[config.mk]
export PLATFORM = sky130hd
export DESIGN_NAME = disk_data_separator_dpll
export DESIGN_NICKNAME = d
export VERILOG_FILES = /design/src/rtl/dds_pkg.sv /design/src/rtl/dds_front.sv /design/src/rtl/dds_div.sv /design/src/rtl/dds_core.sv /design/src/rtl/disk_data_separator_dpll.sv
export SDC_FILE = /design/constraint.sdc
export NUM_CORES = 1
export LEC_CHECK = 0
export ABC_CLOCK_PERIOD_IN_PS = 7500
export BUFFER_PORTS_ARGS = -buffer_cell sky130_fd_sc_hd__buf_2
export CAP_MARGIN = 30
export CORE_ASPECT_RATIO = 0.7
export CORE_MARGIN = 5
export CORE_UTILIZATION = 64
export DETAILED_ROUTE_END_ITERATION = 7
export PLACE_DENSITY = 0.9
export SKIP_LAST_GASP = 1
export SYNTH_ARGS = -nofsm -noshare
export SYNTH_HDL_FRONTEND = slang
export SYNTH_HIERARCHICAL = 1
export SYNTH_SLANG_ARGS = --single-unit
[constraint.sdc]
create_clock -name clk -period 7.5 [get_ports clk]
set_input_delay 0.75 -clock clk [delete_from_list [all_inputs] [get_ports clk]]
set_output_delay 0.75 -clock clk [all_outputs]
set_load 0.005 [all_outputs]
[src/rtl/dds_pkg.sv]
// Shared types and constants for the disk data separator DPLL.
// No dependencies; every other file in rtl/ imports this package.
`default_nettype none
package dds_pkg;

    localparam int HISTORY_DEPTH = 8;
    localparam int OFFSET_BITS   = 16;
    localparam int MAX_OUT       = 64;

    localparam int CFG_W   = 10;
    localparam int WIN_W   = 11;
    localparam int PHASE_W = 13;
    localparam int CYC_W   = 8;
    localparam int HIST_IDX_W = (HISTORY_DEPTH > 1) ? $clog2(HISTORY_DEPTH) : 1;
    localparam int SUM_W   = OFFSET_BITS + HIST_IDX_W + 1;
    localparam int CNT_W   = $clog2(MAX_OUT + 1);

    localparam logic [WIN_W-1:0] WIN_RESET = WIN_W'(32);
    localparam logic [CFG_W-1:0] CPB_RESET = CFG_W'(32);
    localparam logic [CFG_W-1:0] TOL_RESET = CFG_W'(3);
    localparam logic [WIN_W-1:0] WIN_FLOOR = WIN_W'(4);

    localparam logic REG_CPB = 1'b0;
    localparam logic REG_TOL = 1'b1;

    typedef enum logic {
        KIND_ADVANCE = 1'b0,
        KIND_PULSE   = 1'b1
    } kind_t;

    typedef struct packed {
        kind_t            kind;
        logic [CYC_W-1:0] cycles;
    } item_t;

endpackage
`default_nettype wire

[src/rtl/dds_front.sv]
// Front end: accepts input beats, classifies them and holds them in a two-entry queue.
// Depends on dds_pkg.
`default_nettype none
module dds_front (
    input  wire logic           clk,
    input  wire logic           rst_n,
    input  wire logic           in_valid,
    output logic                in_ready,
    input  wire logic           mode,
    input  wire logic [7:0]     cycles,
    output logic                q_valid,
    input  wire logic           q_pop,
    output dds_pkg::item_t      q_item
);
    import dds_pkg::*;

    item_t       entry_reg [2];
    logic        wr_ptr_reg;
    logic        rd_ptr_reg;
    logic [1:0]  count_reg;
    logic        push;
    logic        pop;
    item_t       new_item;

    assign in_ready = (count_reg != 2'd2);
    assign q_valid  = (count_reg != 2'd0);
    assign q_item   = entry_reg[rd_ptr_reg];
    assign push     = in_valid && in_ready;
    assign pop      = q_pop && q_valid;

    always_comb
    begin
        new_item.kind   = mode ? KIND_PULSE : KIND_ADVANCE;
        new_item.cycles = cycles;
    end

    always_ff @(posedge clk)
    begin
        if (push)
        begin
            entry_reg[wr_ptr_reg] <= new_item;
        end
    end

    always_ff @(posedge clk or negedge rst_n)
    begin
        if (!rst_n)
        begin
            wr_ptr_reg <= 1'b0;
            rd_ptr_reg <= 1'b0;
            count_reg  <= 2'd0;
        end
        else
        begin
            if (push)
            begin
                wr_ptr_reg <= ~wr_ptr_reg;
            end
            if (pop)
            begin
                rd_ptr_reg <= ~rd_ptr_reg;
            end
            if (push && !pop)
            begin
                count_reg <= count_reg + 2'd1;
            end
            else if (pop && !push)
            begin
                count_reg <= count_reg - 2'd1;
            end
        end
    end

endmodule
`default_nettype wire

[src/rtl/dds_div.sv]
// Shared restoring divider, one quotient bit per cycle.
// Depends on dds_pkg for the operand width.
`default_nettype none
module dds_div (
    input  wire logic                      clk,
    input  wire logic                      rst_n,
    input  wire logic                      start,
    input  wire logic [dds_pkg::SUM_W-1:0] dividend,
    input  wire logic [dds_pkg::SUM_W-1:0] divisor,
    output logic                           done,
    output logic [dds_pkg::SUM_W-1:0]      quotient,
    output logic [dds_pkg::SUM_W-1:0]      remainder
);
    import dds_pkg::*;

    localparam int STEP_W = $clog2(SUM_W + 1);

    logic [SUM_W-1:0]  quo_reg;
    logic [SUM_W-1:0]  rem_reg;
    logic [SUM_W-1:0]  dsr_reg;
    logic [STEP_W-1:0] step_reg;
    logic              busy_reg;
    logic              done_reg;
    logic [SUM_W:0]    trial;
    logic [SUM_W:0]    diff;

    assign trial     = {rem_reg, quo_reg[SUM_W-1]};
    assign diff      = trial - {1'b0, dsr_reg};
    assign done      = done_reg;
    assign quotient  = quo_reg;
    assign remainder = rem_reg;

    always_ff @(posedge clk or negedge rst_n)
    begin
        if (!rst_n)
        begin
            busy_reg <= 1'b0;
            done_reg <= 1'b0;
            step_reg <= '0;
        end
        else
        begin
            done_reg <= 1'b0;
            if (start)
            begin
                busy_reg <= 1'b1;
                step_reg <= STEP_W'(SUM_W);
            end
            else if (busy_reg)
            begin
                step_reg <= step_reg - STEP_W'(1);
                if (step_reg == STEP_W'(1))
                begin
                    busy_reg <= 1'b0;
                    done_reg <= 1'b1;
                end
            end
        end
    end

    always_ff @(posedge clk)
    begin
        if (start)
        begin
            quo_reg <= dividend;
            rem_reg <= '0;
            dsr_reg <= divisor;
        end
        else if (busy_reg)
        begin
            if (!diff[SUM_W])
            begin
                rem_reg <= diff[SUM_W-1:0];
                quo_reg <= {quo_reg[SUM_W-2:0], 1'b1};
            end
            else
            begin
                rem_reg <= trial[SUM_W-1:0];
                quo_reg <= {quo_reg[SUM_W-2:0], 1'b0};
            end
        end
    end

endmodule
`default_nettype wire

[src/rtl/dds_core.sv]
// Back end: phase tracking, bit emission, spacing history and window length update.
// Depends on dds_pkg and dds_div.
`default_nettype none
module dds_core (
    input  wire logic                      clk,
    input  wire logic                      rst_n,
    input  wire logic [dds_pkg::CFG_W-1:0] bit_period,
    input  wire logic [dds_pkg::CFG_W-1:0] tolerance,
    input  wire logic                      q_valid,
    output logic                           q_pop,
    input  wire dds_pkg::item_t            q_item,
    output logic                           out_valid,
    input  wire logic                      out_ready,
    output logic                           bit_value,
    output logic                           last
);
    import dds_pkg::*;

    typedef enum logic [3:0] {
        S_IDLE,
        S_PDIV,
        S_ZERO,
        S_POUT,
        S_MLAUNCH,
        S_MWAIT,
        S_WLAUNCH,
        S_WWAIT,
        S_PHASE
    } state_t;

    state_t                 state_reg;
    logic [PHASE_W-1:0]     phase_reg;
    logic [WIN_W-1:0]       window_len_reg;
    logic [OFFSET_BITS-1:0] offset_reg;
    logic [OFFSET_BITS-1:0] hist_reg [HISTORY_DEPTH];
    logic [HIST_IDX_W-1:0]  ptr_reg;
    logic [HIST_IDX_W-1:0]  idx_reg;
    logic                   filled_reg;
    logic [CNT_W-1:0]       cnt_reg;
    logic [SUM_W-1:0]       msum_reg;
    logic [SUM_W-1:0]       ssum_reg;
    logic                   out_valid_reg;
    logic                   bit_reg;
    logic                   last_reg;

    logic                   out_free;
    logic                   out_load;
    logic [PHASE_W-1:0]     adv_phase;
    logic [OFFSET_BITS:0]   off_sum;
    logic [OFFSET_BITS-1:0] off_sat;
    logic [CFG_W-1:0]       den;
    logic [CFG_W-1:0]       half;
    logic [OFFSET_BITS-1:0] hist_rd;
    logic [WIN_W-1:0]       hi;
    logic [WIN_W-1:0]       lo;
    logic [SUM_W-1:0]       crossed;
    logic [CNT_W-1:0]       nbits;
    logic [SUM_W-1:0]       wq;
    logic [WIN_W-1:0]       wclamp;
    logic signed [PHASE_W+1:0] err1;
    logic signed [PHASE_W+1:0] phase_pull;

    logic                   div_start;
    logic [SUM_W-1:0]       div_dividend;
    logic [SUM_W-1:0]       div_divisor;
    logic                   div_done;
    logic [SUM_W-1:0]       div_quo;
    logic [SUM_W-1:0]       div_rem;

    assign out_free  = !out_valid_reg || out_ready;
    assign out_load  = out_free && ((state_reg == S_ZERO) || (state_reg == S_POUT));
    assign out_valid = out_valid_reg;
    assign bit_value = bit_reg;
    assign last      = last_reg;
    assign q_pop     = (state_reg == S_IDLE);

    assign adv_phase = phase_reg + PHASE_W'(q_item.cycles);
    assign off_sum   = {1'b0, offset_reg} + (OFFSET_BITS + 1)'(q_item.cycles);
    assign off_sat   = off_sum[OFFSET_BITS] ? '1 : off_sum[OFFSET_BITS-1:0];
    assign den       = (bit_period == '0) ? CFG_W'(1) : bit_period;
    assign half      = bit_period >> 1;
    assign hist_rd   = hist_reg[idx_reg];

    // Clamp bounds; the lower bound wins when the two cross.
    assign hi = WIN_W'(bit_period) + WIN_W'(tolerance);
    assign lo = (WIN_W'(bit_period) >= WIN_W'(tolerance) + WIN_FLOOR)
                ? WIN_W'(bit_period) - WIN_W'(tolerance) : WIN_FLOOR;

    assign crossed = div_quo - SUM_W'(filled_reg);
    assign nbits   = (crossed > SUM_W'(MAX_OUT)) ? CNT_W'(MAX_OUT) : crossed[CNT_W-1:0];

    always_comb
    begin
        wq = div_quo;
        if (wq > SUM_W'(hi))
        begin
            wq = SUM_W'(hi);
        end
        if (wq < SUM_W'(lo))
        begin
            wq = SUM_W'(lo);
        end
        wclamp = wq[WIN_W-1:0];
    end

    // Pull the phase halfway towards the window center, rounding the halved error up.
    assign err1 = $signed({2'b00, phase_reg}) - $signed((PHASE_W + 2)'(window_len_reg >> 1))
                  + $signed((PHASE_W + 2)'(1));
    assign phase_pull = $signed({2'b00, phase_reg}) - (err1 >>> 1);

    always_comb
    begin
        div_start    = 1'b0;
        div_dividend = SUM_W'(adv_phase);
        div_divisor  = SUM_W'(window_len_reg);
        case (state_reg)
            S_IDLE:
            begin
                div_start = q_valid && (q_item.kind == KIND_ADVANCE)
                            && (adv_phase >= PHASE_W'(window_len_reg));
            end
            S_MLAUNCH:
            begin
                div_start    = 1'b1;
                div_dividend = SUM_W'(hist_rd) + SUM_W'(half);
                div_divisor  = SUM_W'(den);
            end
            S_WLAUNCH:
            begin
                div_start    = (msum_reg != '0);
                div_dividend = ssum_reg;
                div_divisor  = msum_reg;
            end
            default:
            begin
                div_start = 1'b0;
            end
        endcase
    end

    dds_div u_div (
        .clk       (clk),
        .rst_n     (rst_n),
        .start     (div_start),
        .dividend  (div_dividend),
        .divisor   (div_divisor),
        .done      (div_done),
        .quotient  (div_quo),
        .remainder (div_rem)
    );

    always_ff @(posedge clk or negedge rst_n)
    begin
        if (!rst_n)
        begin
            state_reg      <= S_IDLE;
            phase_reg      <= '0;
            window_len_reg <= WIN_RESET;
            offset_reg     <= '0;
            ptr_reg        <= '0;
            idx_reg        <= '0;
            filled_reg     <= 1'b0;
            cnt_reg        <= '0;
            msum_reg       <= '0;
            ssum_reg       <= '0;
            out_valid_reg  <= 1'b0;
            bit_reg        <= 1'b0;
            last_reg       <= 1'b0;
            for (int i = 0; i < HISTORY_DEPTH; i++)
            begin
                hist_reg[i] <= '0;
            end
        end
        else
        begin
            if (out_ready && !out_load)
            begin
                out_valid_reg <= 1'b0;
            end
            case (state_reg)
                S_IDLE:
                begin
                    if (q_valid)
                    begin
                        if (q_item.kind == KIND_ADVANCE)
                        begin
                            offset_reg <= off_sat;
                            phase_reg  <= adv_phase;
                            if (adv_phase >= PHASE_W'(window_len_reg))
                            begin
                                state_reg <= S_PDIV;
                            end
                        end
                        else if (!filled_reg)
                        begin
                            state_reg <= S_POUT;
                        end
                    end
                end
                S_PDIV:
                begin
                    if (div_done)
                    begin
                        phase_reg  <= div_rem[PHASE_W-1:0];
                        filled_reg <= 1'b0;
                        cnt_reg    <= nbits;
                        state_reg  <= (nbits == '0) ? S_IDLE : S_ZERO;
                    end
                end
                S_ZERO:
                begin
                    if (out_free)
                    begin
                        out_valid_reg <= 1'b1;
                        bit_reg       <= 1'b0;
                        last_reg      <= (cnt_reg == CNT_W'(1));
                        cnt_reg       <= cnt_reg - CNT_W'(1);
                        if (cnt_reg == CNT_W'(1))
                        begin
                            state_reg <= S_IDLE;
                        end
                    end
                end
                S_POUT:
                begin
                    if (out_free)
                    begin
                        out_valid_reg     <= 1'b1;
                        bit_reg           <= 1'b1;
                        last_reg          <= 1'b1;
                        filled_reg        <= 1'b1;
                        hist_reg[ptr_reg] <= offset_reg;
                        ptr_reg           <= (ptr_reg == HIST_IDX_W'(HISTORY_DEPTH - 1))
                                             ? '0 : ptr_reg + HIST_IDX_W'(1);
                        offset_reg        <= '0;
                        idx_reg           <= '0;
                        msum_reg          <= '0;
                        ssum_reg          <= '0;
                        state_reg         <= S_MLAUNCH;
                    end
                end
                S_MLAUNCH:
                begin
                    state_reg <= S_MWAIT;
                end
                S_MWAIT:
                begin
                    if (div_done)
                    begin
                        if (div_quo != '0)
                        begin
                            msum_reg <= msum_reg + div_quo;
                            ssum_reg <= ssum_reg + SUM_W'(hist_rd);
                        end
                        if (idx_reg == HIST_IDX_W'(HISTORY_DEPTH - 1))
                        begin
                            state_reg <= S_WLAUNCH;
                        end
                        else
                        begin
                            idx_reg   <= idx_reg + HIST_IDX_W'(1);
                            state_reg <= S_MLAUNCH;
                        end
                    end
                end
                S_WLAUNCH:
                begin
                    state_reg <= (msum_reg != '0) ? S_WWAIT : S_PHASE;
                end
                S_WWAIT:
                begin
                    if (div_done)
                    begin
                        window_len_reg <= wclamp;
                        state_reg      <= S_PHASE;
                    end
                end
                S_PHASE:
                begin
                    phase_reg <= phase_pull[PHASE_W-1:0];
                    state_reg <= S_IDLE;
                end
                default:
                begin
                    state_reg <= S_IDLE;
                end
            endcase
        end
    end

endmodule
`default_nettype wire

[src/rtl/disk_data_separator_dpll.sv]
// Top level of the disk data separator DPLL: configuration registers and block wiring.
// Depends on dds_pkg, dds_front and dds_core (which holds dds_div).
//
// This block turns a stream of flux events into recovered data bits. Each input beat
// either advances time by "cycles" clocks (mode 0) or reports one flux pulse (mode 1).
// A time advance that crosses one or more bit windows produces a 0 beat for every window
// crossed, less the window a pulse already filled, capped at 64; the final beat carries
// last. The first pulse in a window produces a single 1 beat with last set, logs the
// spacing since the previous pulse into an eight-entry history and retunes the window
// length from that history, clamped around the nominal bit period by tolerance. Input
// beats pass through a two-entry queue, so the source can run up to two beats ahead of
// the back end; once the queue is full, in_ready drops until the back end takes a beat.
// All divisions go through one shared restoring divider: an advance that stays inside
// the window needs none, one that crosses windows needs one before its bits go out, and
// a pulse needs one per history entry plus at most one for the window length. Registers:
// the nominal bit period at byte address 0 (reset 32), tolerance at 4 (reset 3); a write
// becomes effective at the next window length update.
`default_nettype none
module disk_data_separator_dpll (
    input  wire logic        clk,
    input  wire logic        rst_n,
    input  wire logic        psel,
    input  wire logic        penable,
    input  wire logic        pwrite,
    input  wire logic [2:0]  paddr,
    input  wire logic [31:0] pwdata,
    output logic [31:0]      prdata,
    output logic             pready,
    input  wire logic        in_valid,
    output logic             in_ready,
    input  wire logic        mode,
    input  wire logic [7:0]  cycles,
    output logic             out_valid,
    input  wire logic        out_ready,
    output logic             bit_value,
    output logic             last
);
    import dds_pkg::*;

    logic [CFG_W-1:0] cpb_reg;
    logic [CFG_W-1:0] tol_reg;
    logic             q_valid;
    logic             q_pop;
    item_t            q_item;

    assign pready = 1'b1;

    // Register index comes from address bit 2; both registers are 10 bits wide.
    always_ff @(posedge clk or negedge rst_n)
    begin
        if (!rst_n)
        begin
            cpb_reg <= CPB_RESET;
            tol_reg <= TOL_RESET;
        end
        else if (psel && penable && pwrite)
        begin
            if (paddr[2] == REG_CPB)
            begin
                cpb_reg <= pwdata[CFG_W-1:0];
            end
            else
            begin
                tol_reg <= pwdata[CFG_W-1:0];
            end
        end
    end

    assign prdata = (paddr[2] == REG_CPB) ? 32'(cpb_reg) : 32'(tol_reg);

    dds_front u_front (
        .clk      (clk),
        .rst_n    (rst_n),
        .in_valid (in_valid),
        .in_ready (in_ready),
        .mode     (mode),
        .cycles   (cycles),
        .q_valid  (q_valid),
        .q_pop    (q_pop),
        .q_item   (q_item)
    );

    dds_core u_core (
        .clk        (clk),
        .rst_n      (rst_n),
        .bit_period (cpb_reg),
        .tolerance  (tol_reg),
        .q_valid    (q_valid),
        .q_pop      (q_pop),
        .q_item     (q_item),
        .out_valid  (out_valid),
        .out_ready  (out_ready),
        .bit_value  (bit_value),
        .last       (last)
    );

endmodule
`default_nettype wire

==> impl_metrics.env, run 1 <==
export IMPL_outcome="finished clean"
export IMPL_core_um2=36100
export IMPL_ioPinCount=88
export IMPL_area_growth_pct=7.39
export IMPL_startpoint="cpb_reg[4]$_DFFE_PN0P_"
export IMPL_ys_warn_count=6
export IMPL_rsz0062_at_grt="false"
export IMPL_critPathKind="reg -> reg"
export IMPL_ys_flop_type="dfrtp_1"
export IMPL_slew_violations=0
export IMPL_nets=2603
export IMPL_wl_um=67400
export IMPL_fin_crit_ns=6.17
export IMPL_largest_register_ffs=128
export IMPL_grtUsageTotal_pct=32.5
export IMPL_multi_input_area_um2=14000
export IMPL_cts_num_sinks=338
export IMPL_worstSkewPairLatency_ns=0.56
export IMPL_dieWidth_um=239
export IMPL_skew_ns=0.0228
export IMPL_r2r_start="cpb_reg[4]$_DFFE_PN0P_"
export IMPL_rows=58
export IMPL_grt_antenna_before_repair=1
export IMPL_fillerInstances=2452
export IMPL_endpoint_kind="flop"
export IMPL_post_drt_via_cell_ratio=6.83
export IMPL_synth_area_leaders="dfrtp_1 27%, ha_1 9.8%, mux2_2 9.2%, edfxtp_1 7.4%, o21ai_0 3.1%"
export IMPL_netlist_area_um2=23600
export IMPL_firstDrtPassIters=6
export IMPL_slew_limit_headroom_pct=30.1
export IMPL_crit_fanout=12
export IMPL_yosysSeqAreaShare_pct=36.7
export IMPL_worst_hold_path_type="in -> async"
export IMPL_fmax_mhz=162
export IMPL_post_cts_resized=0
export IMPL_synth_edf_count=58
export IMPL_numPortBuffers=40
export IMPL_synth_commonest_cells="256 x dfrtp_1, 192 x mux2_2, 187 x nand2_1"
export IMPL_syn_inst=2356
export IMPL_path_clk_slew_ns=0.07
export IMPL_die_area_um2=40800
export IMPL_drtIter0Drc=2577
export IMPL_cellPowerDensity_nw_per_um2=482
export IMPL_synth_cell_type_count=100
export IMPL_place_ws_ns=1.47
export IMPL_start_kind="flop"
export IMPL_grt_max_degree=119
export IMPL_cts_tree="done"
export IMPL_setup_ws_ns=1.33
export IMPL_seq_area_um2=8660
export IMPL_gp_congestion=0.996
export IMPL_max_cap_violations=0
export IMPL_drive_above_1_share_pct=16.9
export IMPL_root_buffer="clkbuf_16"
export IMPL_post_cts_setup_buffer_count=0
export IMPL_post_dp_hpwl_um=47800
export IMPL_syn_area_per_cell_um2=10.0
export IMPL_setup_viol=0
export IMPL_finalHoldWorstSlack_ns=0.305
export IMPL_async_reset_ff_share_pct=76.9
export IMPL_cp_required_ns=7.96
export IMPL_cts_buffers=35
export IMPL_hold_violations=0
export IMPL_synth_most_common_cell="dfrtp_1"
export IMPL_initial_utilization_pct=65.2
export IMPL_wire_per_inst_um=23.5
export IMPL_tightestPinTransition_ns=1.04
export IMPL_gr_total_overflow=0
export IMPL_ant_nets=0
export IMPL_netlist_area_leader_share_pct=27.2
export IMPL_cts_htree_levels=2
export IMPL_vias=19600
export IMPL_finalCritPeriodShare_pct=82.3
export IMPL_fp_dieH_um=171
export IMPL_synth_seq_cells=338
export IMPL_yosysTopAreaCell="dfrtp_1"
export IMPL_cts_hold_buf=0
export IMPL_cts_path_max_buffers=3
export IMPL_grt_pass1_wl_um=106000
export IMPL_finalSetupTns_ns=0
export IMPL_arrival_ns=6.63
export IMPL_drc=0
export IMPL_ir_worst_vdd_v=0.000249
export IMPL_grt_pass1_vias=19300
export IMPL_p_leak_nw=11.5
cells by family after synthesis:
| group | count (synthesis) | share of synthesized area (%) |
|---|---|---|
| compound gates | 540 | 15.0 |
| xor+xnor | 116 | 4.31 |
| fa+ha+maj | 195 | 10.7 |
| buf+inv | 246 | 4.57 |
| flops | 338 | 36.7 |
| mux | 286 | 15.1 |
| other cells | 2 | 0.0319 |
| simple gates | 633 | 13.6 |
worst max-delay path: stages (launching register included):
cell	delay, ns
dfrtp_1	0.54
ha_1	0.56
nor2_1	0.12
a21oi_1	0.21
o211ai_1	0.18
a2111oi_0	0.43
a311oi_1	0.16
ha_1	0.34
nand4b_1	0.18
nor3_1	0.23
a211oi_1	0.06
a21boi_2	0.16
o21bai_1	0.43
buf_4	0.27
mux2_2	0.38
ha_1	0.33
a21oi_1	0.15
nand2_1	0.06
a21oi_1	0.15
o21ai_0	0.10
a221o_2	0.55
mux2_2	0.32
o21ai_0	0.14
worst paths after layout:
kind                                                         to  cells after the start  slack (ns)
max in group asynchronous      u_core/hist_reg[114]$_DFFE_PN0P_                      2        5.68
min                             u_core/hist_reg[78]$_DFFE_PN0P_                      1        0.31
min reg2reg                        u_core/bit_value$_DFFE_PN0P_                      2        0.49
max reg2reg                u_core/window_len_reg[2]$_DFFE_PN0P_                     22        1.33
max                        u_core/window_len_reg[2]$_DFFE_PN0P_                     22        1.33
min in group clk              u_front/entry_reg[1][4]$_DFFE_PP_                      1        0.40
cell type report:
| cell class | instances | share of cell area [%] |
|---|---|---|
| tap | 480 | 2.37 |
| antenna | 1 | 0.00989 |
| inverter | 121 | 1.79 |
| clock buffer | 49 | 3.87 |
| multi-input combinational | 1793 | 55.1 |
| clock inverter | 14 | 0.751 |
| timing repair buffer | 68 | 1.89 |
| sequential | 338 | 34.2 |
through the flow:
step	cell area, um^2	utilization [%]	power, mW	cells
final	25300	70.0	12.2	2864
after global routing	25300	70.0	13.0	2863
after CTS	25200	69.9	11.9	2860
after detailed placement	24100	66.6	10.0	2797
after global placement	24000	66.5	9.63	2795
after floorplan	23700	-	8.23	2377
power breakdown:
group          internal (mW)  switching, mW  leakage, nW
Combinational           3.02           4.16         6.68
Clock                   1.03          0.778        0.568
Sequential              2.43          0.769         4.21
Total                   6.49           5.71         11.5
metal layers:
| metal | wire length [um] | up-vias | track usage [%] |
|---|---|---|---|
| li1 | - | 8591 | - |
| met1 | 27600 | 9512 | 44.9 |
| met5 | 14 | - | 0.233 |
| met3 | 7540 | 265 | 9.75 |
| met4 | 2630 | 2 | 11.9 |
| met2 | 29500 | 1203 | 49.3 |
layout by cell type (no fill, tap or decap), drive strengths merged, types with 13 or more instances in the layout:
cell type,Yosys,final
a211oi,36,36
a21o,26,26
a21oi,114,114
a221oi,15,15
a22o,20,20
a31oi,21,21
and2,19,19
and3,25,25
buf,60,68
clkbuf,65,49
conb,2,23
dfrtp,256,256
dfxtp,20,20
edfxtp,58,58
ha,185,185
inv,121,125
mux2,205,205
mux2i,49,49
mux4,32,32
nand2,189,189
nand2b,33,33
nand3,34,34
nand4,18,18
nor2,140,140
nor2b,23,23
nor3,69,69
nor4,24,24
o211ai,19,19
o21a,14,14
o21ai,153,153
o21bai,13,13
o31ai,21,21
or3,15,15
xnor2,78,78
xor2,38,38
Note: power is estimated with default switching activity, not from simulation.
==> run 2: changes to the inputs <==
--- a/config.mk
+++ b/config.mk
@@ -5,7 +5,7 @@
 export SDC_FILE = /design/constraint.sdc
 export NUM_CORES = 1
 export LEC_CHECK = 0
-export ABC_CLOCK_PERIOD_IN_PS = 7500
+export ABC_CLOCK_PERIOD_IN_PS = 6200
 export BUFFER_PORTS_ARGS = -buffer_cell sky130_fd_sc_hd__buf_2
 export CAP_MARGIN = 30
 export CORE_ASPECT_RATIO = 0.7
==> constraint.sdc (replaced) <==
create_clock -name clk -period 6.2 [get_ports clk]
set_input_delay 0.62 -clock clk [delete_from_list [all_inputs] [get_ports clk]]
set_output_delay 0.62 -clock clk [all_outputs]
set_load 0.005 [all_outputs]
==> run 2 against run 1 <==
Net effect: the run now ends with DRC left; die area unchanged; register-to-register slack got worse by 0.97 ns; critical path type unchanged; utilization increased by 0.19 points; critical endpoint is now u_core/window_len_reg[0]$_DFFE_PN0P_.
==> impl_metrics.env, run 2 (same netlist as run 1, synthesis figures left out) <==
export IMPL_hold_violations=0
export IMPL_fp_dieH_um=171
export IMPL_cellPowerDensity_nw_per_um2=585
export IMPL_slew_violations=0
export IMPL_failed_checks="DRC"
export IMPL_worst_hold_path_type="in -> async"
export IMPL_setup_viol=0
export IMPL_fmax_mhz=171
export IMPL_wire_per_inst_um=23.8
export IMPL_cp_required_ns=6.62
export IMPL_grt_pass1_wl_um=107000
export IMPL_arrival_ns=6.26
export IMPL_post_dp_hpwl_um=47600
export IMPL_finalHoldWorstSlack_ns=0.0979
export IMPL_core_um2=36100
export IMPL_crit_fanout=13
export IMPL_final_cells=2869
export IMPL_area_growth_pct=7.68
export IMPL_root_buffer="clkbuf_16"
export IMPL_finalSetupTns_ns=0
export IMPL_gr_total_overflow=0
export IMPL_post_drt_via_cell_ratio=6.88
export IMPL_path_clk_slew_ns=0.06
export IMPL_largest_register_ffs=128
export IMPL_firstDrtPassIters=8
export IMPL_cts_num_sinks=338
export IMPL_multi_input_area_um2=14000
export IMPL_cts_path_max_buffers=3
export IMPL_outcome="finished, violations left"
export IMPL_grt_pass1_vias=19100
export IMPL_fillerInstances=2449
export IMPL_nets=2609
export IMPL_p_leak_nw=11.5
export IMPL_fin_area_um2=25400
export IMPL_mostFrequentLayoutCells="254 x dfrtp_1, 192 x mux2_2, 187 x nand2_1, 185 x ha_1, 147 x o21ai_0"
export IMPL_r2r_start="tol_reg[4]$_DFFE_PN0P_"
export IMPL_slew_limit_headroom_pct=31.7
export IMPL_cts_hold_buf=0
export IMPL_power_total_mw=14.9
export IMPL_endpoint_kind="flop"
export IMPL_max_cap_violations=0
export IMPL_start_kind="flop"
export IMPL_rows=58
export IMPL_drive_above_1_share_pct=17.5
export IMPL_finalCritPeriodShare_pct=94.2
export IMPL_ant_nets=0
export IMPL_dieWidth_um=239
export IMPL_startpoint="tol_reg[4]$_DFFE_PN0P_"
export IMPL_place_area_um2=24200
export IMPL_grtUsageTotal_pct=32.9
export IMPL_ioPinCount=88
export IMPL_worstSkewPairLatency_ns=0.56
export IMPL_dp_cells=2804
export IMPL_vias=19700
export IMPL_wl_um=68400
export IMPL_drc=64
export IMPL_seq_area_um2=8660
export IMPL_skew_ns=0.0228
export IMPL_cts_tree="done"
export IMPL_final_common_cell="dfrtp_1"
export IMPL_grt_max_degree=167
export IMPL_grt_antenna_before_repair=4
export IMPL_die_area_um2=40800
export IMPL_tightestPinTransition_ns=1.02
export IMPL_fin_crit_ns=5.84
export IMPL_cts_htree_levels=2
export IMPL_initial_utilization_pct=65.2
export IMPL_numPortBuffers=40
export IMPL_ir_worst_vdd_v=0.000269
export IMPL_n_antenna_cell=0
export IMPL_drtIter0Drc=2872
export IMPL_critPathKind="reg -> reg"
export IMPL_gp_congestion=0.963
export IMPL_cts_buffers=35
-- run 2: changes by cell type in the layout (fill, tap and decap cells not counted), sizes merged --
cell / delta
diode: -1
clkbuf: -3
bufinv: -1
clkinvlp: +1
clkinv: +3
buf: +6
-- run 2: timing repair --
| item | CTS | global route |
|---|---|---|
| setup endpoints to repair | 0 | 11 |
| resized for setup | 0 | 4 |
| buffers inserted | 0 | 0 |
-- run 2: power by group --
group          switching [mW]  internal, mW
combinational            5.10          3.70
sequential              0.950          2.94
clock                   0.957          1.20
-- run 2: layout make-up --
| cell class | count | area share [%] |
|---|---|---|
| multi-input cells | 1793 | 55.0 |
| flip-flops and latches | 338 | 34.1 |
| clock buffers | 46 | 3.81 |
| well taps | 480 | 2.37 |
| repair buffers | 74 | 2.18 |
| inverters | 121 | 1.79 |
| clock inverters | 17 | 0.705 |
-- run 2: path summary, 6_finish.rpt --
path	endpoint	slack, ns	cells past startpoint
min reg2reg	u_core/window_len_reg[5]$_DFFE_PN1P_	0.49	2
min	u_front/wr_ptr_reg$_DFFE_PN0P_	0.1	1
min in group clk	u_front/entry_reg[1][2]$_DFFE_PP_	0.26	1
max	u_core/window_len_reg[0]$_DFFE_PN0P_	0.36	23
max reg2reg	u_core/window_len_reg[0]$_DFFE_PN0P_	0.36	23
max in group asynchronous	u_core/idx_reg[0]$_DFFE_PN0P_	4.72	2
-- run 2: layer usage --
metal,track usage (%),routed length [um],vias up
met5,0,55,-
met4,10.5,2660,6
met3,8.14,8540,288
met2,50.3,29900,1305
met1,46.7,27300,9518
li1,-,-,8627
-- run 2: through the flow --
| stage | setup slack [ns] | util (%) |
|---|---|---|
| after detailed placement | 0.423 | 66.9 |
| after floorplan | 0.650 | - |
| after global routing | -0.0386 | 70.2 |
| final | 0.360 | 70.2 |
| after global placement | 0.519 | 66.7 |
| after CTS | 0.347 | 70.0 |
-- run 2: critical path, stage by stage, from the launching register on --
cell and delay (ns):
dfrtp_1 0.51, inv_1 0.08, ha_1 0.48, nor2_1 0.11, a21oi_1 0.26, o211ai_1 0.20, a2111oi_2 0.38, a311oi_2 0.14
ha_1 0.36, nand4b_1 0.18, nor3_1 0.23, a211oi_1 0.07, a21boi_2 0.16, o21bai_1 0.14, buf_4 0.23, mux2_2 0.38
ha_1 0.34, a21oi_1 0.16, nand2_1 0.07, a21oi_1 0.14, o21ai_0 0.10, a221o_2 0.55, mux2i_1 0.17, mux2_2 0.27
